==> config.mk <==
export PLATFORM = sky130hd
export DESIGN_NAME = ordered_list_engine_core
export DESIGN_NICKNAME = d
export VERILOG_FILES = /design/src/rtl/ole_pkg.sv /design/src/rtl/ole_ram.sv /design/src/rtl/ole_dp.sv /design/src/rtl/ole_ctrl.sv /design/src/rtl/ordered_list_engine_core.sv
export VERILOG_INCLUDE_DIRS = /design/src /design/src/rtl
export SDC_FILE = /design/constraint.sdc
export NUM_CORES = 1
export LEC_CHECK = 0
export BUFFER_PORTS_ARGS = -buffer_cell sky130_fd_sc_hd__buf_2
export CAP_MARGIN = 20
export CORE_MARGIN = 2
export CORE_UTILIZATION = 61
export DETAILED_ROUTE_END_ITERATION = 6
export HOLD_SLACK_MARGIN = 0.1
export PLACE_DENSITY = 0.84
export SLEW_MARGIN = 20
export SYNTH_ARGS = -nofsm -noshare
export SYNTH_HDL_FRONTEND = slang
export SYNTH_SLANG_ARGS = --single-unit
==> constraint.sdc <==
create_clock -name i_clk -period 8.8 [get_ports i_clk]
set_input_delay 0.88 -clock i_clk [delete_from_list [all_inputs] [get_ports i_clk]]
set_output_delay 0.88 -clock i_clk [all_outputs]
set_load 0.01 [all_outputs]
==> src/rtl/ordered_list_engine_core_defines.svh <==
// Assertion macros shared by the ordered list engine RTL.
`ifndef ORDERED_LIST_ENGINE_CORE_DEFINES_SVH
`define ORDERED_LIST_ENGINE_CORE_DEFINES_SVH

// Same-cycle implication, sampled on i_clk, off while reset is held.
`define OLE_ASSERT_NOW(lbl, ante, cons) \
    lbl: assert property (@(posedge i_clk) disable iff (!i_rst_n) (ante) |-> (cons)) \
        else $error("ordered list engine check failed");

// Next-cycle implication, sampled on i_clk, off while reset is held.
`define OLE_ASSERT_NEXT(lbl, ante, cons) \
    lbl: assert property (@(posedge i_clk) disable iff (!i_rst_n) (ante) |=> (cons)) \
        else $error("ordered list engine check failed");

`endif

==> src/rtl/ole_pkg.sv <==
// Types, codes and sizes shared by the ordered list engine modules.
package ole_pkg;

    localparam int CAPACITY = 16;
    localparam int C_AW     = $clog2(CAPACITY);
    localparam int C_CW     = $clog2(CAPACITY + 1);

    localparam logic [2:0] OP_APPEND = 3'd0;
    localparam logic [2:0] OP_INSERT = 3'd1;
    localparam logic [2:0] OP_REMOVE = 3'd2;
    localparam logic [2:0] OP_POP    = 3'd3;
    localparam logic [2:0] OP_SEARCH = 3'd4;
    localparam logic [2:0] OP_CLEAR  = 3'd5;

    localparam logic [2:0] ST_OK       = 3'd0;
    localparam logic [2:0] ST_EMPTY    = 3'd1;
    localparam logic [2:0] ST_RANGE    = 3'd2;
    localparam logic [2:0] ST_NOTFOUND = 3'd3;
    localparam logic [2:0] ST_FULL     = 3'd4;

    typedef struct packed {
        logic [2:0]         op;
        logic signed [31:0] entry_value;
        logic [7:0]         position;
    } t_ole_in;

    typedef struct packed {
        logic [2:0]         status;
        logic signed [31:0] popped_value;
        logic [7:0]         found_index;
        logic [7:0]         entry_count;
        logic signed [31:0] head_value;
    } t_ole_out;

    // controller -> datapath
    typedef struct packed {
        logic       load;
        logic       ptr_init;
        logic       rd;
        logic       wr_shift;
        logic       wr_val;
        logic       cnt_inc;
        logic       cnt_dec;
        logic       cnt_clr;
        logic       cap_pop;
        logic       cap_found;
        logic       finish;
        logic [2:0] status;
    } t_dp_cmd;

    // datapath -> controller
    typedef struct packed {
        logic [2:0] op;
        logic       empty;
        logic       full;
        logic       shift_ins;
        logic       pos_ok;
        logic       pos_last;
        logic       rd_valid;
        logic       walk_last;
        logic       match;
    } t_dp_stat;

endpackage

==> src/rtl/ole_ram.sv <==
// Generic simple dual-port RAM with registered read.
module ole_ram #(
    parameter int WIDTH = 32,
    parameter int DEPTH = 16
) (
    input  logic                     i_clk,
    input  logic                     i_we,
    input  logic [$clog2(DEPTH)-1:0] i_waddr,
    input  logic [WIDTH-1:0]         i_wdata,
    input  logic                     i_re,
    input  logic [$clog2(DEPTH)-1:0] i_raddr,
    output logic [WIDTH-1:0]         o_rdata
);
    logic [WIDTH-1:0] mem [DEPTH];
    logic [WIDTH-1:0] r_rdata;

    always_ff @(posedge i_clk) begin
        if (i_we) begin
            mem[i_waddr] <= i_wdata;
        end
        if (i_re) begin
            r_rdata <= mem[i_raddr];
        end
    end

    assign o_rdata = r_rdata;
endmodule

==> src/rtl/ole_dp.sv <==
// Datapath: entry store, count, head copy, walk pointer and result registers.
module ole_dp (
    input  logic              i_clk,
    input  logic              i_rst_n,
    input  ole_pkg::t_ole_in  i_item,
    input  ole_pkg::t_dp_cmd  i_cmd,
    output ole_pkg::t_dp_stat o_stat,
    output ole_pkg::t_ole_out o_result
);
    import ole_pkg::*;

    logic [2:0]         r_op;
    logic signed [31:0] r_val;
    logic [7:0]         r_pos;
    logic [C_CW-1:0]    r_count;
    logic [C_CW-1:0]    n_count;
    logic signed [31:0] r_head;
    logic [C_AW-1:0]    r_ptr;
    logic [C_AW-1:0]    n_ptr;
    logic [C_AW-1:0]    r_prev;
    logic               r_pend;
    logic [2:0]         r_status;
    logic signed [31:0] r_popped;
    logic [7:0]         r_found;

    logic [C_CW-1:0]    count_m1;
    logic [C_CW-1:0]    ins_pos;
    logic               is_ins;
    logic [C_AW-1:0]    ptr_start;
    logic               we;
    logic [C_AW-1:0]    waddr;
    logic [31:0]        wdata;
    logic [31:0]        rdata;

    assign count_m1 = r_count - 1'b1;
    assign is_ins   = (r_op == OP_INSERT);

    // insert: front, inside strictly before the last slot, else the tail
    always_comb begin
        if (!is_ins || r_count == '0 || r_pos == 8'd0) begin
            ins_pos = is_ins ? '0 : r_count;
        end else if (r_pos < 8'(count_m1)) begin
            ins_pos = C_CW'(r_pos);
        end else begin
            ins_pos = r_count;
        end
    end

    always_comb begin
        if (r_op == OP_REMOVE) begin
            ptr_start = C_AW'(r_pos) + 1'b1;
        end else if (r_op == OP_SEARCH) begin
            ptr_start = '0;
        end else begin
            ptr_start = C_AW'(count_m1);
        end
    end

    // insert walks down from the tail, the others walk up
    assign n_ptr = is_ins ? r_ptr - 1'b1 : r_ptr + 1'b1;

    assign we    = i_cmd.wr_shift | i_cmd.wr_val;
    assign waddr = i_cmd.wr_val ? C_AW'(ins_pos)
                 : (is_ins ? r_prev + 1'b1 : r_prev - 1'b1);
    assign wdata = i_cmd.wr_val ? r_val : rdata;

    ole_ram #(
        .WIDTH (32),
        .DEPTH (CAPACITY)
    ) u_ram (
        .i_clk   (i_clk),
        .i_we    (we),
        .i_waddr (waddr),
        .i_wdata (wdata),
        .i_re    (i_cmd.rd),
        .i_raddr (r_ptr),
        .o_rdata (rdata)
    );

    always_comb begin
        n_count = r_count;
        if (i_cmd.cnt_clr) begin
            n_count = '0;
        end else if (i_cmd.cnt_inc) begin
            n_count = r_count + 1'b1;
        end else if (i_cmd.cnt_dec) begin
            n_count = count_m1;
        end
    end

    always_ff @(posedge i_clk) begin
        if (!i_rst_n) begin
            r_count <= '0;
            r_pend  <= 1'b0;
        end else begin
            r_count <= n_count;
            r_pend  <= i_cmd.rd;
        end
    end

    always_ff @(posedge i_clk) begin
        if (i_cmd.load) begin
            r_op  <= i_item.op;
            r_val <= i_item.entry_value;
            r_pos <= i_item.position;
        end
        if (i_cmd.ptr_init) begin
            r_ptr <= ptr_start;
        end else if (i_cmd.rd) begin
            r_ptr <= n_ptr;
        end
        if (i_cmd.rd) begin
            r_prev <= r_ptr;
        end
        // head copy follows every write to slot zero
        if (we && waddr == '0) begin
            r_head <= wdata;
        end
        if (i_cmd.finish) begin
            r_status <= i_cmd.status;
            r_popped <= i_cmd.cap_pop ? rdata : '0;
            r_found  <= i_cmd.cap_found ? 8'(r_prev) : 8'd0;
        end
    end

    assign o_stat.op        = r_op;
    assign o_stat.empty     = (r_count == '0);
    assign o_stat.full      = (r_count == C_CW'(CAPACITY));
    assign o_stat.shift_ins = is_ins && (ins_pos < r_count);
    assign o_stat.pos_ok    = (r_pos < 8'(r_count));
    assign o_stat.pos_last  = (r_pos == 8'(count_m1));
    assign o_stat.rd_valid  = r_pend;
    assign o_stat.walk_last = is_ins ? (r_ptr == C_AW'(ins_pos))
                                     : (r_ptr == C_AW'(count_m1));
    assign o_stat.match     = (rdata == r_val);

    assign o_result.status       = r_status;
    assign o_result.popped_value = r_popped;
    assign o_result.found_index  = r_found;
    assign o_result.entry_count  = 8'(r_count);
    assign o_result.head_value   = (r_count != '0) ? r_head : '0;
endmodule

==> src/rtl/ole_ctrl.sv <==
// Controller: sequences decode, memory walks, final write and the result strobe.
module ole_ctrl (
    input  logic              i_clk,
    input  logic              i_rst_n,
    input  logic              i_start,
    input  ole_pkg::t_dp_stat i_stat,
    output ole_pkg::t_dp_cmd  o_cmd,
    output logic              o_busy,
    output logic              o_done
);
    import ole_pkg::*;

    localparam logic [2:0] S_IDLE   = 3'd0;
    localparam logic [2:0] S_DECODE = 3'd1;
    localparam logic [2:0] S_WALK   = 3'd2;
    localparam logic [2:0] S_DRAIN  = 3'd3;
    localparam logic [2:0] S_PUT    = 3'd4;

    logic [2:0] r_state;
    logic [2:0] n_state;
    logic       r_done;
    t_dp_cmd    cmd;

    always_comb begin
        cmd     = '0;
        n_state = r_state;
        unique case (r_state)
            S_IDLE: begin
                if (i_start) begin
                    cmd.load = 1'b1;
                    n_state  = S_DECODE;
                end
            end
            S_DECODE: begin
                unique case (i_stat.op)
                    OP_APPEND, OP_INSERT: begin
                        if (i_stat.full) begin
                            cmd.finish = 1'b1;
                            cmd.status = ST_FULL;
                            n_state    = S_IDLE;
                        end else if (i_stat.shift_ins) begin
                            cmd.ptr_init = 1'b1;
                            n_state      = S_WALK;
                        end else begin
                            cmd.wr_val  = 1'b1;
                            cmd.cnt_inc = 1'b1;
                            cmd.finish  = 1'b1;
                            cmd.status  = ST_OK;
                            n_state     = S_IDLE;
                        end
                    end
                    OP_REMOVE: begin
                        if (i_stat.empty) begin
                            cmd.finish = 1'b1;
                            cmd.status = ST_EMPTY;
                            n_state    = S_IDLE;
                        end else if (!i_stat.pos_ok) begin
                            cmd.finish = 1'b1;
                            cmd.status = ST_RANGE;
                            n_state    = S_IDLE;
                        end else if (i_stat.pos_last) begin
                            cmd.cnt_dec = 1'b1;
                            cmd.finish  = 1'b1;
                            cmd.status  = ST_OK;
                            n_state     = S_IDLE;
                        end else begin
                            cmd.ptr_init = 1'b1;
                            n_state      = S_WALK;
                        end
                    end
                    OP_POP, OP_SEARCH: begin
                        if (i_stat.empty) begin
                            cmd.finish = 1'b1;
                            cmd.status = ST_EMPTY;
                            n_state    = S_IDLE;
                        end else begin
                            cmd.ptr_init = 1'b1;
                            n_state      = S_WALK;
                        end
                    end
                    OP_CLEAR: begin
                        cmd.cnt_clr = 1'b1;
                        cmd.finish  = 1'b1;
                        cmd.status  = i_stat.empty ? ST_EMPTY : ST_OK;
                        n_state     = S_IDLE;
                    end
                    default: begin
                        cmd.finish = 1'b1;
                        cmd.status = ST_OK;
                        n_state    = S_IDLE;
                    end
                endcase
            end
            S_WALK: begin
                // data of the read issued last cycle is consumed here
                if (i_stat.rd_valid && i_stat.op == OP_SEARCH && i_stat.match) begin
                    cmd.cap_found = 1'b1;
                    cmd.finish    = 1'b1;
                    cmd.status    = ST_OK;
                    n_state       = S_IDLE;
                end else begin
                    cmd.wr_shift = i_stat.rd_valid &&
                                   (i_stat.op == OP_INSERT || i_stat.op == OP_REMOVE);
                    cmd.rd = 1'b1;
                    if (i_stat.walk_last) begin
                        n_state = S_DRAIN;
                    end
                end
            end
            S_DRAIN: begin
                unique case (i_stat.op)
                    OP_INSERT: begin
                        cmd.wr_shift = 1'b1;
                        n_state      = S_PUT;
                    end
                    OP_REMOVE: begin
                        cmd.wr_shift = 1'b1;
                        cmd.cnt_dec  = 1'b1;
                        cmd.finish   = 1'b1;
                        cmd.status   = ST_OK;
                        n_state      = S_IDLE;
                    end
                    OP_POP: begin
                        cmd.cap_pop = 1'b1;
                        cmd.cnt_dec = 1'b1;
                        cmd.finish  = 1'b1;
                        cmd.status  = ST_OK;
                        n_state     = S_IDLE;
                    end
                    OP_SEARCH: begin
                        cmd.cap_found = i_stat.match;
                        cmd.finish    = 1'b1;
                        cmd.status    = i_stat.match ? ST_OK : ST_NOTFOUND;
                        n_state       = S_IDLE;
                    end
                    default: begin
                        cmd.finish = 1'b1;
                        cmd.status = ST_OK;
                        n_state    = S_IDLE;
                    end
                endcase
            end
            S_PUT: begin
                cmd.wr_val  = 1'b1;
                cmd.cnt_inc = 1'b1;
                cmd.finish  = 1'b1;
                cmd.status  = ST_OK;
                n_state     = S_IDLE;
            end
            default: begin
                n_state = S_IDLE;
            end
        endcase
    end

    always_ff @(posedge i_clk) begin
        if (!i_rst_n) begin
            r_state <= S_IDLE;
            r_done  <= 1'b0;
        end else begin
            r_state <= n_state;
            r_done  <= cmd.finish;
        end
    end

    assign o_cmd  = cmd;
    assign o_busy = (r_state != S_IDLE);
    assign o_done = r_done;
endmodule

==> src/rtl/ordered_list_engine_core.sv <==
// Top level of the ordered list engine: controller plus datapath.
//
//  channel  | handshake         | payload
//  ---------+-------------------+---------------------------
//  command  | start, busy       | i_item (op, value, position)
//  result   | o_done (1 cycle)  | o_result (status .. head)
//
// Append, clear, short remove and rejected ops finish from the decode
// state; pop, search and shifting insert/remove first walk the RAM. The
// single-port-pair RAM moves one entry a cycle during a shifting walk.
// Synchronous active-low reset empties the list; entries are not cleared.
// Results cannot be stalled; o_done pulses as busy drops.
`include "ordered_list_engine_core_defines.svh"

module ordered_list_engine_core (
    input  logic              i_clk,
    input  logic              i_rst_n,
    input  logic              start,
    output logic              busy,
    input  ole_pkg::t_ole_in  i_item,
    output logic              o_done,
    output ole_pkg::t_ole_out o_result
);
    import ole_pkg::*;

    t_dp_cmd  cmd;
    t_dp_stat stat;

    ole_ctrl u_ctrl (
        .i_clk   (i_clk),
        .i_rst_n (i_rst_n),
        .i_start (start),
        .i_stat  (stat),
        .o_cmd   (cmd),
        .o_busy  (busy),
        .o_done  (o_done)
    );

    ole_dp u_dp (
        .i_clk    (i_clk),
        .i_rst_n  (i_rst_n),
        .i_item   (i_item),
        .i_cmd    (cmd),
        .o_stat   (stat),
        .o_result (o_result)
    );

    `OLE_ASSERT_NEXT(a_accept_busy, start && !busy, busy)
    `OLE_ASSERT_NOW(a_done_idle, o_done, !busy)
    `OLE_ASSERT_NOW(a_count_cap, o_done, o_result.entry_count <= 8'(CAPACITY))
    `OLE_ASSERT_NOW(a_full_count, o_done && o_result.status == ST_FULL,
                    o_result.entry_count == 8'(CAPACITY))
endmodule
# Word-level counts from Yosys, hierarchy flattened
# Memories as Yosys holds them, arrays and structs flattened. A register that Yosys moved wholly into a read port is not among the register bits.
# Cells that the tools add are included.
[totals]
register_bits = 136
ramBits = 512
inputBits = 46
output_inout_bits = 85
elab_cells = 138
memories = 1
[op_classes]
n_addsub = 7
magnitude_cmp = 3
n_eq_ne = 16
mux = 71
bitwise_logic = 2
reduce_logical = 24
[mem_list]
columns = ["name", "depth", "word_bits", "rd", "rd_ports_with_merged_regs", "wr", "line_no", "source"]
rows = [
  ["u_dp.u_ram.mem", 16, 32, 1, 1, 1, "ole_ram.sv:14", "logic [WIDTH-1:0] mem [DEPTH];"],
]
[ops]
columns = ["operator", "n"]
rows = [
  ["$mux 32", 2],
  ["$mux 4", 13],
  ["$eq 32x32->1", 1],
  ["$pmux 4 s4", 2],
  ["$mux 5", 6],
  ["$mux 1", 25],
  ["$mux 2", 9],
  ["$mux 3", 6],
  ["$lt 8x5->1", 2],
  ["$add 4x1->4 const B", 3],
  ["$eq 3x2->1 const B", 4],
  ["$pmux 3 s4", 1],
  ["$reduce_or 2->1", 5],
  ["$eq 3x3->1 const B", 3],
  ["$pmux 3 s3", 1],
  ["$eq 4x4->1", 2],
  ["$eq 8x5->1", 1],
  ["$logic_not 8->1", 1],
  ["$pmux 4 s2", 1],
  ["$sub 4x1->4 const B", 2],
  ["$eq 3x1->1 const B", 2],
  ["$logic_not 3->1", 2],
  ["$pmux 1 s2", 3],
  ["$add 5x1->5 const B", 1],
  ["other kinds (18)", 25],
]

# Longest topological paths before layout
# Gate-level depths: netlist of run 1.
[logic_depth]
ltp_word = 14
ltp_mapped = 24
mapped_depth_nobuf = 20

# By module
# Synthesis of run 1 repeated with hierarchy kept, for this count alone.
[unflattened]
cells_unflattened = 1381
area_unflattened_um2 = 27035.9
[modules_own_cells]
columns = ["mod", "instances", "cells_per_inst", "area_each_um2", "seq_area_each_um2"]
rows = [
  ["ole_ram", 1, 838, 20155.6, 16335.7],
  ["ole_dp", 1, 479, 6422.4, 3783.6],
  ["ole_ctrl", 1, 64, 457.9, 80.1],
]

# Worst setup path after synthesis of run 1
# OpenSTA, ideal clock, no wires.
[synth_path]
path_type = "flip-flop to flip-flop"
from = "register u_dp.r_count[0]"
to = "memory u_dp.u_ram.mem[3][0] (enable)"
setup_time_ps = 461
t_arrival_ps = 7242
required_time_ps = 8339
path_slack_ps = 1097
stages_incl_launch_ff = 22
path_buffers = 1
synth_period_minus_slack_ps = 7703
path_cell_list = "dfxtp_1 -> buf_6 -> inv_1 -> ha_1 -> nor3b_1 -> and2_1 -> nor2_1 -> ha_1 -> or4_1 -> a21oi_1 -> o211a_1 -> o31ai_4 -> a32oi_1 -> inv_1 -> ha_1 -> and4_1 -> a211o_1 -> a211oi_2 -> a31oi_4 -> o21ai_4 -> mux2_2 -> nor3_1"
[synth_via]
elab_chain_cells = 13
elab_cells_between_ends = 19
cone_classes = "1 x add/sub; 2 x order compare; 1 x eq/ne; 10 x mux; 1 x bitwise; 4 x reduce/logical"
[synth_lines]
columns = ["item", "line_no", "source"]
rows = [
  ["from (decl)", "ole_dp.sv:15", "logic [C_CW-1:0] r_count;"],
  ["from (signal assigned)", "ole_dp.sv:96", "r_count <= n_count;"],
  ["$sub 5x1->5 or $logic_not 5->1 (tied branches)", "ole_dp.sv:35, ole_dp.sv:40", ""],
  ["$lt 8x5->1 or $logic_or 1x1->1 (tied branches)", "ole_dp.sv:42, ole_dp.sv:40", ""],
  ["$mux 5 or $logic_or 1x1->1 (tied branches)", "ole_dp.sv:42, ole_dp.sv:40", ""],
  ["$mux 5", "ole_dp.sv:40", "if (!is_ins || r_count == '0 || r_pos == 8'd0) begin"],
  ["$lt 5x5->1", "ole_dp.sv:129", "assign o_stat.shift_ins = is_ins && (ins_pos < r_count);"],
  ["$logic_and 1x1->1", "ole_dp.sv:129", ""],
  ["$mux 2", "ole_ctrl.sv:41", "end else if (i_stat.shift_ins) begin"],
  ["$mux 2", "ole_ctrl.sv:37", "if (i_stat.full) begin"],
  ["$mux 2", "ole_ctrl.sv:35", "unique case (i_stat.op)"],
  ["$pmux 2 s2", "ole_ctrl.sv:27", "unique case (r_state)"],
  ["$or 1x1->1", "ole_dp.sv:62", "assign we = i_cmd.wr_shift | i_cmd.wr_val;"],
  ["$mux 1", "ole_ram.sv:18", "if (i_we) begin"],
  ["$mux 1 (implied by the code)", "ole_ram.sv:19", "mem[i_waddr] <= i_wdata;"],
  ["to (decl)", "ole_ram.sv:14", ""],
]
# Parallel ways exist; a longest one is shown, timed or not.

# Final worst setup path of run 1
[layout_path]
from = "register u_dp.r_count[0]"
to = "memory u_dp.u_ram.mem[10][5] (enable)"
# The elaborated chain is that of the path after synthesis.

==> results of run 1 <==
critical path, stage by stage (launching register included):
cell and delay (ps):
dfxtp_1 460, inv_1 280, ha_1 260, nor3b_1 450
and2_1 310, nor2_1 90, ha_1 170, or4_1 480
a21oi_1 280, o211a_1 310, o31ai_4 110, a32oi_1 400
inv_1 190, ha_1 310, and4_1 230, a211o_1 340
a211oi_2 280, a31oi_4 230, o21ai_4 440, buf_4 430
mux2i_1 840, nor3_2 140, buf_4 340
metrics by stage:
stage / hold slack (ps) / power [uW] / utilization [%]
final: 431.4 / 6047 / 69.79
after CTS: 406.2 / 6063 / 69.72
after global placement: 431.6 / 3580 / 65.24
after global routing: 412.1 / 6182 / 69.79
after detailed placement: 436.7 / 3585 / 65.24
after floorplan: 424.4 / 3523 / -
sequential cells by signal (all words and copies together) (netlist names):
signal,count
u_dp.r_prev,4
u_dp.r_status,3
u_dp.r_head,3
u_dp.r_pend,1
u_dp.r_ptr,4
u_dp.u_ram.o_rdata,32
u_dp.r_found,4
u_dp.r_popped,32
u_dp.u_ram.mem,509
u_dp.r_pos,8
u_dp.r_count,5
u_dp.r_val,32
u_dp.r_op,3
u_ctrl.r_state,3
u_ctrl.o_done,1
cell type report:
type                       count  area share, %
tap                          539          2.288
multi-input combinational    610          22.72
timing repair buffer         156          3.040
clock inverter                42          1.189
clock buffer                  70          5.222
inverter                      21         0.2675
sequential                   644          65.28
routing by layer:
metal  vias up  wire, um  global-route usage [%]  share of wire [%]
li1       5740         -                       -                  -
met1      7257     23940                   41.00                 37
met2       970     31660                   48.49                 50
met3       137      6095                   4.836                9.5
met4         0      2166                   9.981                3.4
met5         -         0                       0                  0
cell families after synthesis:
family                     after synthesis
DFF                                    644
muxes                                  168
buffers and inverters                   94
other                                    1
AOI/OAI and AO/OA                       93
and+or+nand+nor                        274
adders and majority gates               23
xor gates and xnor gates                45
worst max path at each step:
stage	from	endpoint	slack, ps	cells past startpoint
final	u_dp.r_count[0]	u_dp.u_ram.mem[10][5]	1090	22
after detailed placement	u_dp.r_count[0]	u_dp.u_ram.mem[14][16]	1320	22
after floorplan	u_dp.r_count[0]	u_dp.u_ram.mem[3][0]	1100	21
after CTS	u_dp.r_count[0]	u_dp.u_ram.mem[10][2]	1240	22
after global routing	u_dp.r_count[0]	u_dp.u_ram.mem[10][2]	720	22
after global placement	u_dp.r_count[0]	u_dp.u_ram.mem[6][16]	1530	22
power by group:
| part | internal (uW) | switching (uW) | total, uW |
|---|---|---|---|
| clock | 1400 | 1130 | 2520 |
| sequential | 3360 | 21.2 | 3390 |
| combinational | 43.2 | 94.1 | 137 |
| total | 4810 | 1240 | 6050 |
layout by cell type, fill, tap and decap left out, drive strengths merged, types with 5 or more instances in the layout:
cell type	instances
edfxtp	634
mux4	160
buf	156
nand2	108
clkbuf	70
and2	40
and3	35
xor2	34
clkinv	33
nor3	24
nor2	23
inv	23
ha	21
nor4	14
o21ai	12
a21oi	11
xnor2	10
dfxtp	10
a31oi	9
conb	7
o21a	7
o211ai	6
a2111oi	6
a21o	5
mux2	5
bufinv	5
o31ai	5
==> run_results.csv, run 1 <==
group,metric,value,unit
placement,hpwl,36.60,mm
die,coreArea,0.04223,sq mm
logic_synthesis,dominantRegCellSynth,"edfxtp_1",
critical_path,r2r_cells,22,
route,antenna_left,0,
grt,grt_max_degree,110,
logic_synthesis,ys_seq_area_share,73.34,%
logic_synthesis,synth_area,0.02623,sq mm
placement,placed_cell_area,0.02755,sq mm
timing,rsz0062_at_grt,"false",
critical_path,startpoint_type,"flip-flop",
logic_synthesis,synthAdderAreaFrac,1.154,%
clock_network,cts_hold_buf,0,
logic_synthesis,synth.top_cell.area_share,72.58,%
finish,fillers,2470,
finish,fin_area,0.02947,sq mm
finish,stdcell_count,2082,
logic_synthesis,yosys.area_share.simple,5.280,%
grt,grt_pass1_wl,94.01,mm
logic_synthesis,synth-compound-area-share,2.977,%
finish,multi_input_area,0.006695,sq mm
timing,min_period_over_period,87.58,%
hold_path,min-delay-start,"i_item[34]",
critical_path,required,9110,ps
die,die_h,211.4,um
placement,pre_cts_slack,1316,ps
route,num_vias,14104,
placement,globalplace.congestion,0.8687,
timing,fin_setup_tns,0,ps
timing,finClkSkew,15.98,ps
clock_network,cts_tree,"built",
clock_network,cts_setup_buffers,0,
timing,fin_ws,1093,ps
logic_synthesis,postSynthCellCount,1342,
logic_synthesis,synth_edf_count,634,
timing,fmax,129.8,MHz
clock_network,cts_buffers,59,
finish,nets,1561,
finish,drive_above_1_share,29.49,%
timing,hold_viol_final,0,
logic_synthesis,synth.ff_latch_count,644,
timing,maxSlewViolCount,0,
logic_synthesis,netlist.top_cell.by_area,"edfxtp_1",
grt,grt_antenna_before_repair,0,
logic_synthesis,synth-async-reset-ratio,0,%
die,rows,75,
critical_path,reg2reg_from,"u_dp.r_count[0]",
logic_synthesis,yosysMostFrequentCell,"edfxtp_1",
power,p_leak,0.01000,uW
critical_path,r2r_slack,1090,ps
timing,finalSetupViolCount,0,
clock_network,clock_latency,620,ps
route,dr.first_iter.drc_count,1856,
logic_synthesis,yosysWarnings,0,
logic_synthesis,synthMuxAreaShare,14.07,%
placement,dp_cells,1969,
grt,grt_pass1_vias,14191,
die,initial_utilization,62.12,%
logic_synthesis,syn_avg_cell_area,19.55,sq um
logic_synthesis,netlist_top_cells_count,"edfxtp_1, mux4_2, nand2_1",
route,detail_route.vias_per_cell,6.774,
clock_network,cts_root_buf,"clkbuf_16",
timing,worst_slew_pin_slew,943.8,ps
timing,max_slew_margin,35.28,%
route,drcViolationCount,0,
critical_path,critPathKind,"flip-flop to flip-flop",
hold_path,worstHoldEndpoint,"u_dp.r_val[26]",
power,ir_worst_vdd,0.1811,mV
clock_network,htree_levels,2,
timing,post-route-min-period,7707,ps
route,routedWlPerCell,30.67,um
critical_path,endpoint_kind,"flip-flop",
logic_synthesis,yosys-top-cells-area,"edfxtp_1, mux4_2, nand2_1",
outcome,status,"finished, final reports clean",
grt,grtUsageTotal,29.47,%
clock_network,numClockSinks,644,
finish,antenna_cells,0,
power,power_density,205.2,mW/mm^2
clock_network,clk_pin_slew_worst_paths,70,ps
clock_network,ctsResizeCount,0,
route,firstDrtPassIters,5,
logic_synthesis,synth_xor_area_share,1.555,%
job,maxCapViolations,0,
hold_path,hp-class,"input port to flip-flop",
logic_synthesis,synth_top_family_by_area,"multiplexers",
route,wl,63.86,mm
die,die-area,0.04468,sq mm
logic_synthesis,synth_cell_types,77,
grt,overflow,0,
die,pin_count,131,
placement,portBuffers,123,
clock_network,cts_buffer_depth,3,
critical_path,critPathMaxFanout,32,
finish,register_area,0.01924,sq mm
finish,area_growth,12.36,%
hold_path,hold_depth,1,
critical_path,r2r_end,"u_dp.u_ram.mem[10][5]",
die,die_x,211.4,um
critical_path,cp.arrival,8020,ps
Note: power is estimated with default switching activity, not from simulation.
==> inputs of run 2 (changes only) <==
--- a/config.mk
+++ b/config.mk
@@ -13,6 +13,7 @@
 export DETAILED_ROUTE_END_ITERATION = 6
 export HOLD_SLACK_MARGIN = 0.1
 export PLACE_DENSITY = 0.84
+export REMOVE_ABC_BUFFERS = 1
 export SLEW_MARGIN = 20
 export SYNTH_ARGS = -nofsm -noshare
 export SYNTH_HDL_FRONTEND = slang
==> run_results.csv, run 2 (synthesized netlist as in run 1, its figures left out) <==
group,metric,value,unit
die,die_x,211.4,um
timing,finalSetupViolCount,0,
clock_network,cts_tree,"built",
timing,worst_slew_pin_slew,1148,ps
grt,grt_antenna_before_repair,1,
clock_network,htree_levels,2,
hold_path,hold_depth,1,
power,p_seq_share,55.0,%
grt,overflow,0,
die,pin_count,131,
route,detail_route.vias_per_cell,7.024,
critical_path,r2r_cells,21,
finish,register_area,0.01924,sq mm
finish,final_common_cell,"edfxtp_1",
route,routedWlPerCell,32.96,um
die,die-area,0.04468,sq mm
route,drcViolationCount,0,
finish,area_growth,12.72,%
critical_path,startpoint_type,"flip-flop",
clock_network,cts_buffers,59,
grt,grt_max_degree,120,
critical_path,endpoint_kind,"flip-flop",
finish,largest_register_ff_count,509,
power,switchingPower,1270,uW
timing,hold_viol_final,0,
finish,antenna_cells,0,
clock_network,cts_buffer_depth,3,
route,dr.first_iter.drc_count,2073,
placement,globalplace.congestion,0.8913,
power,ir_worst_vdd,0.1813,mV
job,maxCapViolations,0,
power,p_clk_share,42.7,%
finish,drive_above_1_share,30.21,%
route,antenna_left,0,
power,p_sw_share,20.64,%
critical_path,reg2reg_from,"u_dp.r_count[0]",
timing,maxSlewViolCount,0,
finish,regMostFlops,"u_dp.u_ram.mem",
die,rows,75,
critical_path,required,9060,ps
power,power_density,208.2,mW/mm^2
timing,fmax,129.3,MHz
hold_path,min-delay-start,"i_item[27]",
timing,finClkSkew,25.91,ps
placement,hpwl,39.43,mm
grt,grt_pass1_vias,14576,
critical_path,critPathMaxFanout,39,
placement,portBuffers,123,
timing,post-route-min-period,7737,ps
finish,fin_area,0.02957,sq mm
clock_network,cts_setup_buffers,0,
power,p_comb_share,2.3,%
power,p_leak,0.01004,uW
clock_network,ctsResizeCount,0,
hold_path,hp-class,"input port to flip-flop",
power,power.internal,4884,uW
outcome,status,"finished, final reports clean",
critical_path,r2r_slack,1060,ps
finish,nets,1564,
die,die_h,211.4,um
critical_path,cp.arrival,8000,ps
grt,grt_pass1_wl,100.3,mm
finish,fillers,2415,
clock_network,numClockSinks,644,
timing,fin_setup_tns,0,ps
timing,fin_hold_ws,409.0,ps
finish,final_cell_mix,"edfxtp_1, mux4_2, buf_2, nand2_1, clkbuf_16",
clock_network,clock_latency,640,ps
critical_path,r2r_end,"u_dp.u_ram.mem[1][9]",
clock_network,clk_pin_slew_worst_paths,70,ps
route,firstDrtPassIters,7,
die,initial_utilization,62.12,%
die,coreArea,0.04223,sq mm
placement,placed_cell_area,0.02757,sq mm
route,wl,68.73,mm
timing,max_slew_margin,23.49,%
timing,rsz0062_at_grt,"false",
route,num_vias,14644,
hold_path,worstHoldEndpoint,"u_dp.r_val[19]",
clock_network,cts_hold_buf,0,
timing,min_period_over_period,87.91,%
critical_path,critPathKind,"flip-flop to flip-flop",
grt,grtUsageTotal,31.64,%
finish,multi_input_area,0.006700,sq mm
clock_network,cts_root_buf,"clkbuf_16",
## run 2: changes by cell type in the layout (fill, tap and decap cells not counted), sizes merged
| cell | before | now |
|---|---|---|
| buf | 156 | 159 |
| bufinv | 5 | 8 |
| clkbuf | 70 | 68 |
| clkinv | 33 | 25 |
| clkinvlp | 2 | 5 |
| inv | 23 | 27 |
## run 2: layer usage
metal	GRT usage (%)	part of all wire, %	vias up
met4	11.34	3.9	0
met1	44.73	36	7502
met3	7.032	12	184
met2	49.60	48	1222
met5	0	0	-
li1	-	-	5736
## run 2: how the worst max path moves through the flow
| stage | endpoint | cells past startpoint | from | slack (ps) |
|---|---|---|---|---|
| finish | u_dp.u_ram.mem[1][9] | 21 | u_dp.r_count[0] | 1060 |
| global route | u_dp.u_ram.mem[1][21] | 21 | u_dp.r_count[0] | 780 |
| CTS | u_dp.u_ram.mem[1][6] | 21 | u_dp.r_count[0] | 1240 |
| detailed placement | u_dp.u_ram.mem[1][13] | 21 | u_dp.r_count[0] | 1420 |
| global placement | u_dp.u_ram.mem[1][13] | 21 | u_dp.r_count[0] | 1680 |
| floorplan | u_dp.u_ram.mem[4][0] | 20 | u_dp.r_count[0] | 710 |
## run 2: area by class of cell
type,instances,area share (%)
repair buffers,159,3.064
clock buffers,68,5.108
well taps,539,2.281
inverters,21,0.2666
multi-input cells,610,22.66
clock inverters,44,1.549
flip-flops and latches,644,65.07
## run 2: critical path, stage by stage, from the launching register on
cell and delay, ps:
dfxtp_1 460, inv_1 290, ha_1 270, nor3b_1 420, and2_1 300, nor2_1 100, ha_1 180, or4_1 460
a21oi_1 300, o211a_1 300, o31ai_4 100, a32oi_1 420, inv_1 190, ha_1 330, and4_1 230, a211o_1 180
a211oi_2 70, a31oi_4 450, o21a_2 960, a21oi_2 420, nor3_2 370, buf_4 510
## run 2: power groups by stage
stage          clock (uW)  sequential [uW]  combinational [uW]
2_1_floorplan           0             3450                70.7
3_3_place_gp            0             3450                 135
3_5_place_dp            0             3450                 139
4_1_cts              2640             3380                 142
5_1_grt              2760             3380                 154
6_report             2630             3380                 144
## run 2: through the flow
| step | cells | utilization, % | setup WS, ps | total power, uW |
|---|---|---|---|---|
| after floorplan | 1275 | - | 705.5 | 3518 |
| after global placement | 1972 | 65.29 | 1679 | 3582 |
| after detailed placement | 1972 | 65.29 | 1420 | 3587 |
| after CTS | 2084 | 69.96 | 1243 | 6167 |
| after global routing | 2085 | 70.01 | 778.1 | 6293 |
| final | 2085 | 70.01 | 1063 | 6154 |
